`config.mk`:
```
export PLATFORM = sky130hd
export DESIGN_NAME = pas_cell
export DESIGN_NICKNAME = d
export VERILOG_FILES = /design/src/design/assert_macros.svh /design/src/design/pas_pkg.sv /design/src/design/pas_cell.sv
export SDC_FILE = /design/constraint.sdc
export NUM_CORES = 1
export LEC_CHECK = 0
export ABC_AREA = 1
export BUFFER_PORTS_ARGS = -buffer_cell sky130_fd_sc_hd__buf_2
export CAP_MARGIN = 25
export CORE_UTILIZATION = 37
export CTS_CLUSTER_SIZE = 25
export DETAILED_ROUTE_END_ITERATION = 10
export GPL_TIMING_DRIVEN = 0
export PLACE_DENSITY = 0.75
export SLEW_MARGIN = 10
export SYNTH_ARGS = -nofsm -noshare
export SYNTH_HDL_FRONTEND = slang
export SYNTH_SLANG_ARGS = --single-unit
```
`constraint.sdc`:
```
create_clock -name clk_i -period 0.8 [get_ports clk_i]
set_input_delay 0.12 -clock clk_i [delete_from_list [all_inputs] [get_ports clk_i]]
set_output_delay 0.12 -clock clk_i [all_outputs]
set_load 0.005 [all_outputs]
```
`src/design/assert_macros.svh`:
```
// Assertion macros shared by the stencil engine RTL.
// No dependencies; define NO_ASSERTIONS to compile them out.
`ifndef ASSERT_MACROS_SVH
`define ASSERT_MACROS_SVH
`ifndef NO_ASSERTIONS
// Property must hold at every rising edge outside reset.
`define PAS_ASSERT(lbl, clk, rst_n, prop) \
  lbl: assert property (@(posedge clk) disable iff (!rst_n) prop) \
    else $error("stencil engine assertion failed");
// Condition must never be seen at a rising edge outside reset.
`define PAS_ASSERT_NEVER(lbl, clk, rst_n, cond) \
  lbl: assert property (@(posedge clk) disable iff (!rst_n) !(cond)) \
    else $error("stencil engine forbidden condition seen");
`else
`define PAS_ASSERT(lbl, clk, rst_n, prop)
`define PAS_ASSERT_NEVER(lbl, clk, rst_n, cond)
`endif
`endif

```
`src/design/pas_pkg.sv`:
```
// Types, codes and per-pass decode for the periodic advection stencil engine.
// No dependencies; used by pas_cell, pas_stencil and the top level.
package pas_pkg;

  localparam int SAMPLE_W   = 16;
  localparam int COURANT_W  = 16;
  localparam int INDEX_W    = 10;
  localparam int METHOD_W   = 3;
  localparam int POINTS_W   = 11;
  localparam int CFG_IDX_W  = 2;
  localparam int CFG_DATA_W = 16;
  localparam int BIAS_W     = 18;

  typedef logic signed [SAMPLE_W-1:0] sample_t;

  typedef enum logic [1:0] {
    REQ_WRITE   = 2'd0,
    REQ_ADVANCE = 2'd1,
    REQ_READ    = 2'd2
  } req_type_e;

  typedef enum logic [CFG_IDX_W-1:0] {
    CFG_METHOD  = 2'd0,
    CFG_COURANT = 2'd1,
    CFG_POINTS  = 2'd2
  } cfg_idx_e;

  typedef enum logic [METHOD_W-1:0] {
    METH_LW   = 3'd0,
    METH_RK2  = 3'd1,
    METH_RK3  = 3'd2,
    METH_RK3V = 3'd3,
    METH_RK4  = 3'd4
  } method_e;

  typedef struct packed {
    logic [1:0]         req_type;
    logic [INDEX_W-1:0] point_index;
    sample_t            point_value;
  } req_t;

  typedef struct packed {
    sample_t read_value;
    logic    step_done;
    logic    saturated;
  } res_t;

  // Control for one pass over the grid
  typedef struct packed {
    logic              lax;        // Lax-Wendroff update, else Runge-Kutta stage
    logic              div3;       // stage divisor holds a factor of three
    logic [1:0]        shift_sel;  // divisor power of two is 2^(16+shift_sel)
    logic [BIAS_W-1:0] bias;       // rounding bias, half the divisor
    logic              wr_cur;     // pass writes the current grid
  } pass_ctl_t;

  // Decode a Runge-Kutta stage divisor n (stage factor 1/n)
  function automatic pass_ctl_t rk_ctl(input logic [2:0] denom);
    pass_ctl_t c;
    c = '0;
    c.wr_cur = 1'b1;
    case (denom)
      3'd2: begin
        c.shift_sel = 2'd1;
        c.bias      = BIAS_W'(65536);
      end
      3'd3: begin
        c.div3      = 1'b1;
        c.bias      = BIAS_W'(98304);
      end
      3'd4: begin
        c.shift_sel = 2'd2;
        c.bias      = BIAS_W'(131072);
      end
      3'd6: begin
        c.div3      = 1'b1;
        c.shift_sel = 2'd1;
        c.bias      = BIAS_W'(196608);
      end
      default: begin
        c.bias      = BIAS_W'(32768);
      end
    endcase
    return c;
  endfunction

  // Control of pass sidx for a method; unknown methods only copy
  function automatic pass_ctl_t stage_ctl(input logic [METHOD_W-1:0] method,
                                          input logic [1:0] sidx);
    pass_ctl_t c;
    c = '0;
    unique case (method)
      METH_LW: begin
        c.lax    = 1'b1;
        c.wr_cur = 1'b1;
      end
      METH_RK2:  c = rk_ctl(3'(3'd2 - 3'(sidx)));
      METH_RK3:  c = rk_ctl(3'(3'd3 - 3'(sidx)));
      METH_RK3V: c = rk_ctl((sidx == 2'd0) ? 3'd6 : ((sidx == 2'd1) ? 3'd2 : 3'd1));
      METH_RK4:  c = rk_ctl(3'(3'd4 - 3'(sidx)));
      default:   c = '0;
    endcase
    return c;
  endfunction

  // Number of passes an advance takes
  function automatic logic [2:0] stage_total(input logic [METHOD_W-1:0] method);
    logic [2:0] n;
    n = 3'd1;
    unique case (method) inside
      METH_RK2:                  n = 3'd2;
      METH_RK3, METH_RK3V:       n = 3'd3;
      METH_RK4:                  n = 3'd4;
      default:                   n = 3'd1;
    endcase
    return n;
  endfunction

endpackage

```
`src/design/pas_cell.sv`:
```
// One cell of the stencil window: holds a sample and hands it on when shifted.
// Depends on pas_pkg for the sample type.
module pas_cell (
  input  logic             clk_i,
  input  logic             shift_i,
  input  pas_pkg::sample_t d_i,
  output pas_pkg::sample_t q_o
);
  import pas_pkg::*;

  sample_t val_q;

  // Take the neighbor's sample on each shift beat
  always_ff @(posedge clk_i) begin
    if (shift_i) begin
      val_q <= d_i;
    end
  end

  assign q_o = val_q;

endmodule

```
* Yosys cells after proc, flatten, opt, wreduce, memory -nomap -nowiden
Index checks and enable logic that the tools add are counted.
Word-level totals: register bits after elaboration 16, input bits 18, output and inout bits 16, logic and storage cells 1

* Logic depth before layout (Yosys ltp)
word-level depth 0, mapped depth 0, mapped depth without buffers 0

* Worst setup path after synthesis
Ideal clock, no wire load.
path kind register to output, from reg val_q[0] (netlist: q_o[0]), to out q_o[0], arrival time 0.355 ns, data required time 0.680 ns, setup slack 0.325 ns, stages on the path, launching flop included 1, path buffers 0, cell sequence edfxtp_1
RTL lines:
- from (decl) | RTL line pas_cell.sv:11 | sample_t val_q;
- from (signal assigned) | RTL line pas_cell.sv:16 | val_q <= d_i;
- to (decl) | RTL line pas_cell.sv:7 | output pas_pkg::sample_t q_o
No word-level cell between the ends.

* Worst setup path in the final report
from reg val_q[7] (netlist: q_o[7]), to out q_o[7]
No word-level cell between the ends.

==> metrics.txt <==
CTS buffer count 3; Hold Path Depth 1; Inserted Diodes 0; total track usage between 10% and 20%; crit path kind flop to output pin; CTS H-tree depth 1; end point of the worst hold path q_o[13]; Syn Nets 34; Post-Route WL 831 µm; first-pass GRT wire length ~970 µm; failing checks negative setup slack; FF+latch count, synth 16; Slowest-stage cell, CP edfxtp_1; WP buf/inv 1; fin crit share 116%; status finished, violations left; worst vdd ir about 1.2 mV; Final Hold Fails 0; # setup viols final 16; drt initial violations 5; Max Cap Viol 0; final worst slack -0.126 ns; commonest non-fill, non-tap cell in the layout buf_2; DIE WIDTH 38.0 µm; startpoint types flop; area grow syn2layout 62.2%; RSZ-0062 raised after global routing yes; Fin Hold WS 0.00933 ns; post-layout minimum cycle time 0.926 ns; number of gates resized after cts 0; most frequent cells in the layout buf_2, edfxtp_1, dlygate4sd3_1; Via density 4.14; pwr/cell area between 2000 and 2500 mW/mm²; Least-Margin Pin Slew 0.329 ns; mapped cell area 480 µm²; DIE AREA between 0.001 and 0.0015 mm²; clk buf depth 2; number of global-route vias before repair 248; Hold Crit Class primary input to flop; f_max 1.08 GHz; footprint of the multi-input gates 0 µm²; share of cells above drive strength 1 58.1%; root buffer cell clkbuf_4; first drt pass iteration count 4; Worst Setup End Kind output pin; max_slew headroom 78.1%; Core Region 0.00116 mm²; Post-DRT Antenna Nets 0; Die Height 38.0 µm; crit path cell chain buf_2; TritonCTS clock tree yes; Final GP Congestion 0.635; max-slew violations 0; CP max stage delay approximately 0.39 ns; #MultiIn Comb 0; maximum number of pins on one net before global-route repair 17; Static Leak around 0.34 nW; Avg Inst Size Synth 30.0 µm²; Ys Warns 0; routed vias 315; Ports 34; max reg flops 16; row cnt 12; Starting Density around two fifths; register area share after synthesis 100%; critical-path maximum fanout 1; Crit path max-delay family flip-flops; drt wl/cell 10.9 µm; post-CTS setup buffer count 0; # clock sinks 16; Post-Route Utilization 67.4%; hold path start d_i[13]; Yosys cell types 1; initial antenna violation count 0; cells after synthesis 16; clock transition at the registers of the reported paths 0.09 ns; Worst Path Arrival 0.81 ns; total grt overflow 0; critical path required time 0.68 ns; # DRC 0; IO Port Bufs 33; NumNets Final 81
cell type report:
| class | count | area [µm²] |
|---|---|---|
| Tap cell | 14 | 17.5 |
| Clock buffer | 3 | 22.5 |
| Timing Repair Buffer | 42 | 255 |
| Clock inverter | 1 | 3.75 |
| Fill cell | 82 | 377 |
| Sequential cell | 16 | 480 |
kinds of logic (layout without fill, tap and decap cells):
family,count (synthesis),after routing,share of synthesized area (%)
flip-flops,16,16,100
buffers and inverters,0,46,0
synth_stat cells:
master,count,area share (%)
edfxtp_1,16,100
metrics by stage:
stage                     power, mW  TNS [ns]  std cells  setup slack (ns)  area (µm²)
after global placement         1.15         0         63            0.0454         663
after floorplan                1.04         0         16             0.325         480
after detailed placement       1.15         0         63            0.0308         663
after global routing           1.65     -2.15         76            -0.167         779
after CTS                      1.56     -1.66         67            -0.127         689
final                          1.58     -1.47         76            -0.126         779
metal layers:
metal	part of all wire, %	GRT usage [%]
met1	33	10.8
met2	60	17.4
met3	6.3	1.74
met4	0.72	13.4
met5	0	0
worst max path at each step:
stage                       start  endpoint  slack [ns]  depth (start not counted)
after floorplan            q_o[0]    q_o[0]        0.32                          0
after global placement    shift_i    q_o[0]        0.05                          1
after detailed placement  shift_i    q_o[2]        0.03                          1
after CTS                  q_o[7]    q_o[7]       -0.13                          1
after global routing       q_o[7]    q_o[7]       -0.17                          1
final                      q_o[7]    q_o[7]       -0.13                          1
power by group:
group          switching, mW  leakage [nW]  internal (mW)  total, mW
sequential            0.0134         0.157          0.994       1.01
clock                  0.234        0.0154          0.181      0.415
combinational         0.0584         0.167         0.0969      0.155
total                  0.306         0.339           1.27       1.58
timing repair:
item,CTS,global route
endpoints found under the setup margin,16,16
hold buffers,0,9
endpoints found under the hold margin,0,9
pin swaps,0,0
No activity file was read; power rests on OpenSTA's default activity.
