`config.mk`:
```
export PLATFORM = sky130hd
export DESIGN_NAME = pas_stencil
export DESIGN_NICKNAME = d
export VERILOG_FILES = /design/src/design/assert_macros.svh /design/src/design/pas_pkg.sv /design/src/design/pas_stencil.sv
export SDC_FILE = /design/constraint.sdc
export NUM_CORES = 2
export LEC_CHECK = 0
export ABC_AREA = 1
export BUFFER_PORTS_ARGS = -buffer_cell sky130_fd_sc_hd__buf_2
export CORE_UTILIZATION = 24
export DETAILED_ROUTE_END_ITERATION = 6
export HOLD_SLACK_MARGIN = 0.1
export PLACE_DENSITY = 0.49
export SYNTH_ARGS = -nofsm -noshare
export SYNTH_HDL_FRONTEND = slang
export SYNTH_SLANG_ARGS = --single-unit
```
`constraint.sdc`:
```
create_clock -name clk_i -period 7.6 [get_ports clk_i]
set_clock_uncertainty 0.2 [all_clocks]
set_input_delay 1.52 -clock clk_i [delete_from_list [all_inputs] [get_ports clk_i]]
set_output_delay 1.52 -clock clk_i [all_outputs]
set_load 0.02 [all_outputs]
```
`src/design/assert_macros.svh`:
```
// Assertion macros shared by the stencil engine RTL.
// No dependencies; define NO_ASSERTIONS to compile them out.
`ifndef ASSERT_MACROS_SVH
`define ASSERT_MACROS_SVH
`ifndef NO_ASSERTIONS
// Property must hold at every rising edge outside reset.
`define PAS_ASSERT(lbl, clk, rst_n, prop) \
  lbl: assert property (@(posedge clk) disable iff (!rst_n) prop) \
    else $error("stencil engine assertion failed");
// Condition must never be seen at a rising edge outside reset.
`define PAS_ASSERT_NEVER(lbl, clk, rst_n, cond) \
  lbl: assert property (@(posedge clk) disable iff (!rst_n) !(cond)) \
    else $error("stencil engine forbidden condition seen");
`else
`define PAS_ASSERT(lbl, clk, rst_n, prop)
`define PAS_ASSERT_NEVER(lbl, clk, rst_n, cond)
`endif
`endif

```
`src/design/pas_pkg.sv`:
```
// Types, codes and per-pass decode for the periodic advection stencil engine.
// No dependencies; used by pas_cell, pas_stencil and the top level.
package pas_pkg;

  localparam int SAMPLE_W   = 16;
  localparam int COURANT_W  = 16;
  localparam int INDEX_W    = 10;
  localparam int METHOD_W   = 3;
  localparam int POINTS_W   = 11;
  localparam int CFG_IDX_W  = 2;
  localparam int CFG_DATA_W = 16;
  localparam int BIAS_W     = 18;

  typedef logic signed [SAMPLE_W-1:0] sample_t;

  typedef enum logic [1:0] {
    REQ_WRITE   = 2'd0,
    REQ_ADVANCE = 2'd1,
    REQ_READ    = 2'd2
  } req_type_e;

  typedef enum logic [CFG_IDX_W-1:0] {
    CFG_METHOD  = 2'd0,
    CFG_COURANT = 2'd1,
    CFG_POINTS  = 2'd2
  } cfg_idx_e;

  typedef enum logic [METHOD_W-1:0] {
    METH_LW   = 3'd0,
    METH_RK2  = 3'd1,
    METH_RK3  = 3'd2,
    METH_RK3V = 3'd3,
    METH_RK4  = 3'd4
  } method_e;

  typedef struct packed {
    logic [1:0]         req_type;
    logic [INDEX_W-1:0] point_index;
    sample_t            point_value;
  } req_t;

  typedef struct packed {
    sample_t read_value;
    logic    step_done;
    logic    saturated;
  } res_t;

  // Control for one pass over the grid
  typedef struct packed {
    logic              lax;        // Lax-Wendroff update, else Runge-Kutta stage
    logic              div3;       // stage divisor holds a factor of three
    logic [1:0]        shift_sel;  // divisor power of two is 2^(16+shift_sel)
    logic [BIAS_W-1:0] bias;       // rounding bias, half the divisor
    logic              wr_cur;     // pass writes the current grid
  } pass_ctl_t;

  // Decode a Runge-Kutta stage divisor n (stage factor 1/n)
  function automatic pass_ctl_t rk_ctl(input logic [2:0] denom);
    pass_ctl_t c;
    c = '0;
    c.wr_cur = 1'b1;
    case (denom)
      3'd2: begin
        c.shift_sel = 2'd1;
        c.bias      = BIAS_W'(65536);
      end
      3'd3: begin
        c.div3      = 1'b1;
        c.bias      = BIAS_W'(98304);
      end
      3'd4: begin
        c.shift_sel = 2'd2;
        c.bias      = BIAS_W'(131072);
      end
      3'd6: begin
        c.div3      = 1'b1;
        c.shift_sel = 2'd1;
        c.bias      = BIAS_W'(196608);
      end
      default: begin
        c.bias      = BIAS_W'(32768);
      end
    endcase
    return c;
  endfunction

  // Control of pass sidx for a method; unknown methods only copy
  function automatic pass_ctl_t stage_ctl(input logic [METHOD_W-1:0] method,
                                          input logic [1:0] sidx);
    pass_ctl_t c;
    c = '0;
    unique case (method)
      METH_LW: begin
        c.lax    = 1'b1;
        c.wr_cur = 1'b1;
      end
      METH_RK2:  c = rk_ctl(3'(3'd2 - 3'(sidx)));
      METH_RK3:  c = rk_ctl(3'(3'd3 - 3'(sidx)));
      METH_RK3V: c = rk_ctl((sidx == 2'd0) ? 3'd6 : ((sidx == 2'd1) ? 3'd2 : 3'd1));
      METH_RK4:  c = rk_ctl(3'(3'd4 - 3'(sidx)));
      default:   c = '0;
    endcase
    return c;
  endfunction

  // Number of passes an advance takes
  function automatic logic [2:0] stage_total(input logic [METHOD_W-1:0] method);
    logic [2:0] n;
    n = 3'd1;
    unique case (method) inside
      METH_RK2:                  n = 3'd2;
      METH_RK3, METH_RK3V:       n = 3'd3;
      METH_RK4:                  n = 3'd4;
      default:                   n = 3'd1;
    endcase
    return n;
  endfunction

endpackage

```
`src/design/pas_stencil.sv`:
```
// Five-stage arithmetic pipeline: one grid point per cycle, Lax-Wendroff or
// Runge-Kutta stage update with round-to-nearest and saturation. Uses pas_pkg.
module pas_stencil #(
  parameter int ADDR_W = 10
) (
  input  logic                               clk_i,
  input  logic                               rst_ni,
  input  logic                               in_valid_i,
  input  logic [ADDR_W-1:0]                  in_addr_i,
  input  pas_pkg::pass_ctl_t                 ctl_i,
  input  logic [pas_pkg::COURANT_W-1:0]      courant_i,
  input  pas_pkg::sample_t                   um_i,
  input  pas_pkg::sample_t                   u0_i,
  input  pas_pkg::sample_t                   up_i,
  input  pas_pkg::sample_t                   old_i,
  output logic                               wr_en_o,
  output logic [ADDR_W-1:0]                  wr_addr_o,
  output pas_pkg::sample_t                   wr_data_o,
  output logic                               clip_o,
  output logic                               busy_o
);
  import pas_pkg::*;

  localparam int SMAX = (1 << (SAMPLE_W - 1)) - 1;
  localparam int SMIN = -(1 << (SAMPLE_W - 1));

  logic v1_q, v2_q, v3_q, v4_q, v5_q;
  logic [ADDR_W-1:0] a1_q, a2_q, a3_q, a4_q, a5_q;
  sample_t u1_q, u2_q, u3_q, u4_q, u5_q;
  sample_t o1_q, o2_q, o3_q, o4_q, o5_q;

  logic signed [16:0] d1_q, d1b_q;
  logic signed [17:0] d2_q;
  logic signed [34:0] m2_q;
  logic signed [19:0] q3_q;
  logic [15:0]        r3_q;
  logic signed [17:0] t3_q, t4_q;
  logic signed [36:0] a4p_q;
  logic [31:0]        b4_q;
  logic [19:0]        vb4_q;
  logic [18:0]        q04_q;
  logic signed [23:0] adj_q;

  logic signed [16:0] c_s;
  logic signed [17:0] mop;
  logic signed [34:0] m2_d;
  logic signed [35:0] inner, rsum, tfull;
  logic signed [36:0] a4_d;
  logic [31:0]        b4_d;
  logic [19:0]        v4_d;
  logic [38:0]        prod4;
  logic [16:0]        bsh;
  logic signed [37:0] lsum, lsh;
  logic [19:0]        r3v, qa;
  logic signed [20:0] qq;
  logic signed [23:0] adj_d;
  logic signed [24:0] res;

  assign c_s = signed'({1'b0, courant_i});

  // Stage two operands: first difference or second difference
  assign mop  = ctl_i.lax ? d2_q : 18'(d1_q);
  assign m2_d = c_s * mop;

  // Stage three: split the Lax-Wendroff sum, or round-scale the stage slope
  assign inner = 36'(m2_q) - (36'(d1b_q) <<< 15);
  assign rsum  = 36'(m2_q) + signed'({18'b0, ctl_i.bias});
  assign tfull = rsum >>> (6'd16 + 6'(ctl_i.shift_sel));

  // Stage four: second products and the divide-by-three estimate
  assign a4_d  = c_s * q3_q;
  assign b4_d  = courant_i * r3_q;
  assign v4_d  = 20'(21'(t3_q) + 21'sd393216);
  assign prod4 = v4_d * 19'd349525;

  // Stage five: finish the Lax-Wendroff delta, or correct the quotient
  assign bsh  = 17'((33'(b4_q) + 33'h4000_0000) >> 16);
  assign lsum = 38'(a4p_q) + signed'({21'b0, bsh});
  assign lsh  = lsum >>> 15;
  assign r3v  = vb4_q - 20'({q04_q, 1'b0}) - 20'(q04_q);
  assign qa   = 20'(q04_q) + ((r3v >= 20'd3) ? 20'd1 : 20'd0);
  assign qq   = signed'({1'b0, qa}) - 21'sd131072;

  always_comb begin
    if (ctl_i.lax) begin
      adj_d = lsh[23:0];
    end else if (ctl_i.div3) begin
      adj_d = 24'(qq);
    end else begin
      adj_d = 24'(t4_q);
    end
  end

  // Valid chain
  always_ff @(posedge clk_i or negedge rst_ni) begin
    if (!rst_ni) begin
      v1_q <= 1'b0;
      v2_q <= 1'b0;
      v3_q <= 1'b0;
      v4_q <= 1'b0;
      v5_q <= 1'b0;
    end else begin
      v1_q <= in_valid_i;
      v2_q <= v1_q;
      v3_q <= v2_q;
      v4_q <= v3_q;
      v5_q <= v4_q;
    end
  end

  // Datapath registers
  always_ff @(posedge clk_i) begin
    a1_q <= in_addr_i;
    u1_q <= u0_i;
    o1_q <= old_i;
    d1_q <= 17'(up_i) - 17'(um_i);
    d2_q <= 18'(um_i) + 18'(up_i) - (18'(u0_i) <<< 1);

    a2_q  <= a1_q;
    u2_q  <= u1_q;
    o2_q  <= o1_q;
    d1b_q <= d1_q;
    m2_q  <= m2_d;

    a3_q <= a2_q;
    u3_q <= u2_q;
    o3_q <= o2_q;
    q3_q <= inner[35:16];
    r3_q <= inner[15:0];
    t3_q <= tfull[17:0];

    a4_q  <= a3_q;
    u4_q  <= u3_q;
    o4_q  <= o3_q;
    a4p_q <= a4_d;
    b4_q  <= b4_d;
    vb4_q <= v4_d;
    q04_q <= prod4[38:20];
    t4_q  <= t3_q;

    a5_q  <= a4_q;
    u5_q  <= u4_q;
    o5_q  <= o4_q;
    adj_q <= adj_d;
  end

  // Apply the update and saturate
  assign res = ctl_i.lax ? (25'(u5_q) + 25'(adj_q)) : (25'(o5_q) - 25'(adj_q));

  always_comb begin
    if (res > 25'(SMAX)) begin
      wr_data_o = sample_t'(SMAX);
      clip_o    = wr_en_o;
    end else if (res < 25'(SMIN)) begin
      wr_data_o = sample_t'(SMIN);
      clip_o    = wr_en_o;
    end else begin
      wr_data_o = res[SAMPLE_W-1:0];
      clip_o    = 1'b0;
    end
  end

  assign wr_en_o   = v5_q && ctl_i.wr_cur;
  assign wr_addr_o = a5_q;
  assign busy_o    = v1_q | v2_q | v3_q | v4_q | v5_q;

endmodule

```
# Word level (Yosys, flattened, before mapping)
# Index checks and enable logic that the tools add are counted.
[word_totals]
reg_bits = 506
input_bits = 116
[op_classes]
n_addsub = 15
n_mul = 4
magnitude_cmp = 3
shifts = 1
n_mux = 9
n_bitwise = 4
n_reduce_logical = 1
[ops]
columns = ["operator", "count"]
rows = [
  ["$mux 24", 2],
  ["$mul 20x19->39 const B", 1],
  ["$add 37x18->38", 1],
  ["$mul 17x20->37", 1],
  ["$add 35x19->36", 1],
  ["$sshr 36x6->18", 1],
  ["$sub 35x32->36", 1],
  ["$mul 17x18->35", 1],
  ["$add 32x31->33 const B", 1],
  ["$mul 16x16->32", 1],
  ["$mux 16", 2],
  ["$add 16x24->25", 1],
  ["$gt 25x16->1 const B", 1],
  ["$lt 25x16->1 const B", 1],
  ["$mux 25", 1],
  ["$sub 16x24->25", 1],
  ["$sub 20x18->21 const B", 1],
  ["$add 18x20->20 const B", 1],
  ["$add 19x1->20", 1],
  ["$ge 20x2->1 const B", 1],
  ["$sub 20x19->20", 1],
  ["$sub 20x20->20", 1],
  ["$mux 18", 1],
  ["$sub 17x17->18", 1],
  ["6 further kinds", 11],
]

# Longest topological paths before layout
[depth]
word_depth = 8
ltp_mapped = 32
depth_no_buf = 30

# Least setup slack after synthesis
# Ideal clock, no wire load.
[synth_timing]
path_type = "input to register"
from = "input port ctl_i[22] (netlist bit)"
to = "register m2_q[33]"
setup_ps = 123
arrival_time_ps = 7497
required_ps = 7277
path_slack_ps = -220
stages = 29
path_cell_list = "buf_2 -> clkinv_1 -> clkbuf_1 -> clkbuf_1 -> nand2_1 -> nand2_1 -> inv_1 -> nor2_1 -> inv_1 -> fa_1 -> fa_1 -> inv_1 -> fa_1 -> fa_1 -> fa_1 -> inv_1 -> fa_1 -> inv_1 -> ha_1 -> nand2_1 -> nor2_1 -> inv_1 -> nor2_1 -> nand3_1 -> nand3_1 -> nand3_1 -> nand2_1 -> a21oi_1 -> xor2_1"
[synth_between]
elab_chain_cells = 2
[synth_rtl]
columns = ["item", "line", "source"]
rows = [
  ["start: declaration", "pas_stencil.sv:10", "input pas_pkg::pass_ctl_t ctl_i,"],
  ["$mux 18", "pas_stencil.sv:62", "assign mop = ctl_i.lax ? d2_q : 18'(d1_q);"],
  ["$mul 17x18->35", "pas_stencil.sv:63", "assign m2_d = c_s * mop;"],
  ["named net m2_d[33]", "pas_stencil.sv:46", "logic signed [34:0] m2_d;"],
  ["end signal: assignment", "pas_stencil.sv:123", "m2_q <= m2_d;"],
  ["end: declaration", "pas_stencil.sv:34", "logic signed [34:0] m2_q;"],
]
# The timed path passes the listed nets, and every way through them passes these cells.

# Final worst setup path
[layout_timing]
from = "input port ctl_i[22] (netlist bit)"
to = "register m2_q[24]"
# Same word-level chain as after synthesis.

==> reports/metrics.cfg <==
[cells_and_area]
regArea_mm2 = 0.00941
drive_gt1_share_pct = 8.15
fin_nets = 9468
stdcell_count = 11100
final.fill_count = 26800
area_growth_pct = 14.4
multi_input_area_mm2 = 0.0420

[grt]
grt_overflow = 0
grt_first_pass_wirelength_um = 298000
met3_usage_pct = 2.01
grt_pass1_vias = 50200
antenna_found_initial = 14
grtUsageMet1_pct = 20.9
grtUsageTotal_pct = 15.5
met2_usage_pct = 25.4
grt_max_degree = 48
top_usage_layer = met2

[worst_setup_path]
path_class = input pin to register
r2r_cells = 19
crit_chain = buf_2 -> inv_2 -> or2_2 -> nand2_1 -> clkinv_1 -> nand2_1 -> fa_1 -> fa_1 -> fa_1 -> inv_1 -> fa_1 -> fa_1 -> inv_1 -> fa_1 -> inv_1 -> ha_1 -> a21oi_1 -> o21ai_0 -> a21oi_1 -> o21ai_1 -> a21oi_1 -> o21ai_1 -> buf_4 -> xor2_1
cpMostUsedCell = fa_1
critPathLaunch = ctl_i[22]
critPathMaxFanout = 17
required_ps = 7960
slowest_stage = fa_1
critPathMaxStageDelay_ps = 570
r2r_start = q3_q[12]
crit_path_end_kind = register
cp_data_arrival_time_ps = 7640
start_kind = input pin

[sta]
slew_headroom_pct = 37.1
setup_viol = 0
fmax_ghz = 0.137
hold_viol = 0
worstMarginPinSlew_ps = 942
rsz0062_at_grt = no
finalMaxSlewViolations = 0
fin_crit_ps = 7270
period_share_pct = 95.7

[clock_tree]
clockRootBuffer = clkbuf_16
clk_path_buf_depth = 3
cts.sinks = 469
clock_latency_ps = 710
clkSlewWorstSetupHoldPaths_ps = 70
cts_tree = done
postCtsSetupBuffers = 0
cts_max_level = 2
numCtsBuffers = 55
cts_hold_buf = 0
ctsResizeCount = 0

[detailed_routing]
drc = 0
wl_per_cell_um = 17.2
drtIter0Drc = 2794
drt-total-wl_um = 191000
postRouteAntennaNets = 0
vias = 47200
vias_per_cell = 4.24
first_pass_iters = 5

[logic_synthesis]
ys_seq_area_share_pct = 15.8
syn_inst = 7472
synth-edff-count = 0
synthMuxAreaShare_pct = 0.0168
avgSynthCellArea_um2 = 7.98
async_flop_share_pct = 1.07
synthSimpleGateAreaFrac_pct = 16.3
synthAdderAreaFrac_pct = 45.0
syn_area_mm2 = 0.0597
synth_xor_area_share_pct = 2.92
synth_top_area_cell = fa_1
synth-seq-cells = 469
synth.top_cell.area_share_pct = 32.2
synth_nets = 9158
yosysWarnings = 0
synthFlopType = dfxtp_1
synth_cell_types = 59
synth_common_cells = 1965 x inv_1, 1599 x nand2_1, 959 x fa_1
synth_compound_area_share_pct = 6.25
synth_top_family_by_area = adder cells
yosysMostFrequentCell = inv_1
synth_area_leaders = fa_1 32%, dfxtp_1 16%, ha_1 13%

[min_path]
min-delay-start = o3_q[2]
whs_path_depth = 0
hp-class = register to register

[place]
dp_hpwl_um = 166000
portBuffers = 144
dp_cells = 11000
gp_congestion = 0.946

[job]
max-cap-violations = 0

[die]
die_w_um = 501
io_pins = 145
rows = 182
die_h_um = 501
start_util_pct = 24.2
dieArea_mm2 = 0.251
coreArea_mm2 = 0.246

[run_status]
status = complete, no violations

-- sequential cells by signal, summed over array words and instances (netlist names), 18 cells and up --
register,cells
q3_q,20
vb4_q,18
adj_q,23
t3_q,18
q04_q,19
a4p_q,37
d2_q,18
m2_q,35
-- worst max-delay path, delay by kind of cell --
kind | cells | cell delay (ps)
adders and majority gates | 7 | 3360
buffers and inverters | 7 | 960
xor gates and xnor gates | 1 | 130
and+or+nand+nor | 3 | 620
AOI/OAI and AO/OA | 6 | 1040
-- placed cells by master (no fill, tap or decap), types with 10 or more instances in the layout --
master and n:
o21bai_1 12, a31oi_1 25, nor2_1 356, dfxtp_1 464
buf_4 288, xor2_1 126, nand2_1 1599, nand3b_1 12
inv_2 11, nand2_2 10, nor2_2 19, buf_2 144
nor4_1 15, or2_2 38, xnor2_1 73, a21boi_0 11
o21ai_0 207, inv_1 1963, fa_1 958, o211ai_1 11
buf_12 19, nand3_1 199, clkbuf_16 55, a21o_1 28
nor3_1 56, ha_1 611, nand4_1 60, a21oi_1 320
-- through the flow --
step	TNS (ps)	utilization, %	hold slack, ps	instance area (um2)	worst slack, ps
after floorplan	0	-	110	59700	27.8
after global placement	-1790	26.9	110	66300	-296
after detailed placement	-2280	26.9	112	66300	-281
after CTS	0	27.7	122	68300	398
after global routing	0	27.7	124	68300	11.3
final	0	27.7	122	68300	327
-- area by class of cell --
class / instances / share of cell area, %
inverter: 1983 / 10.9
sequential: 469 / 13.8
antenna: 5 / 0.0183
tap: 3312 / 6.07
multi-input combinational: 4822 / 61.6
clock buffer: 65 / 2.16
clock inverter: 36 / 0.711
timing repair buffer: 451 / 4.78
-- kinds of logic after synthesis --
group / count (synthesis)
xor+xnor: 199
buf+inv: 2181
simple gates: 2377
flops: 469
fa+ha+maj: 1570
mux: 1
compound gates: 675
-- routing by layer --
metal  wire length, um  vias up
li1                  -    22800
met1             87700    23000
met2             87600     1109
met3              9220      274
met4              6880        6
met5                40        -
-- final timing paths --
kind / endpoint / slack (ps)
min in group asynchronous: v4_q / 430
worst min-delay path: o4_q[2] / 120
worst max-delay path: m2_q[24] / 330
max in group asynchronous: v3_q / 6640
worst min register to register: o4_q[2] / 120
worst max register to register: a4p_q[30] / 1120
Power is left out: the tool's default activity adds up to more than one toggle a clock period on the data nets, which glitch-free logic cannot reach.
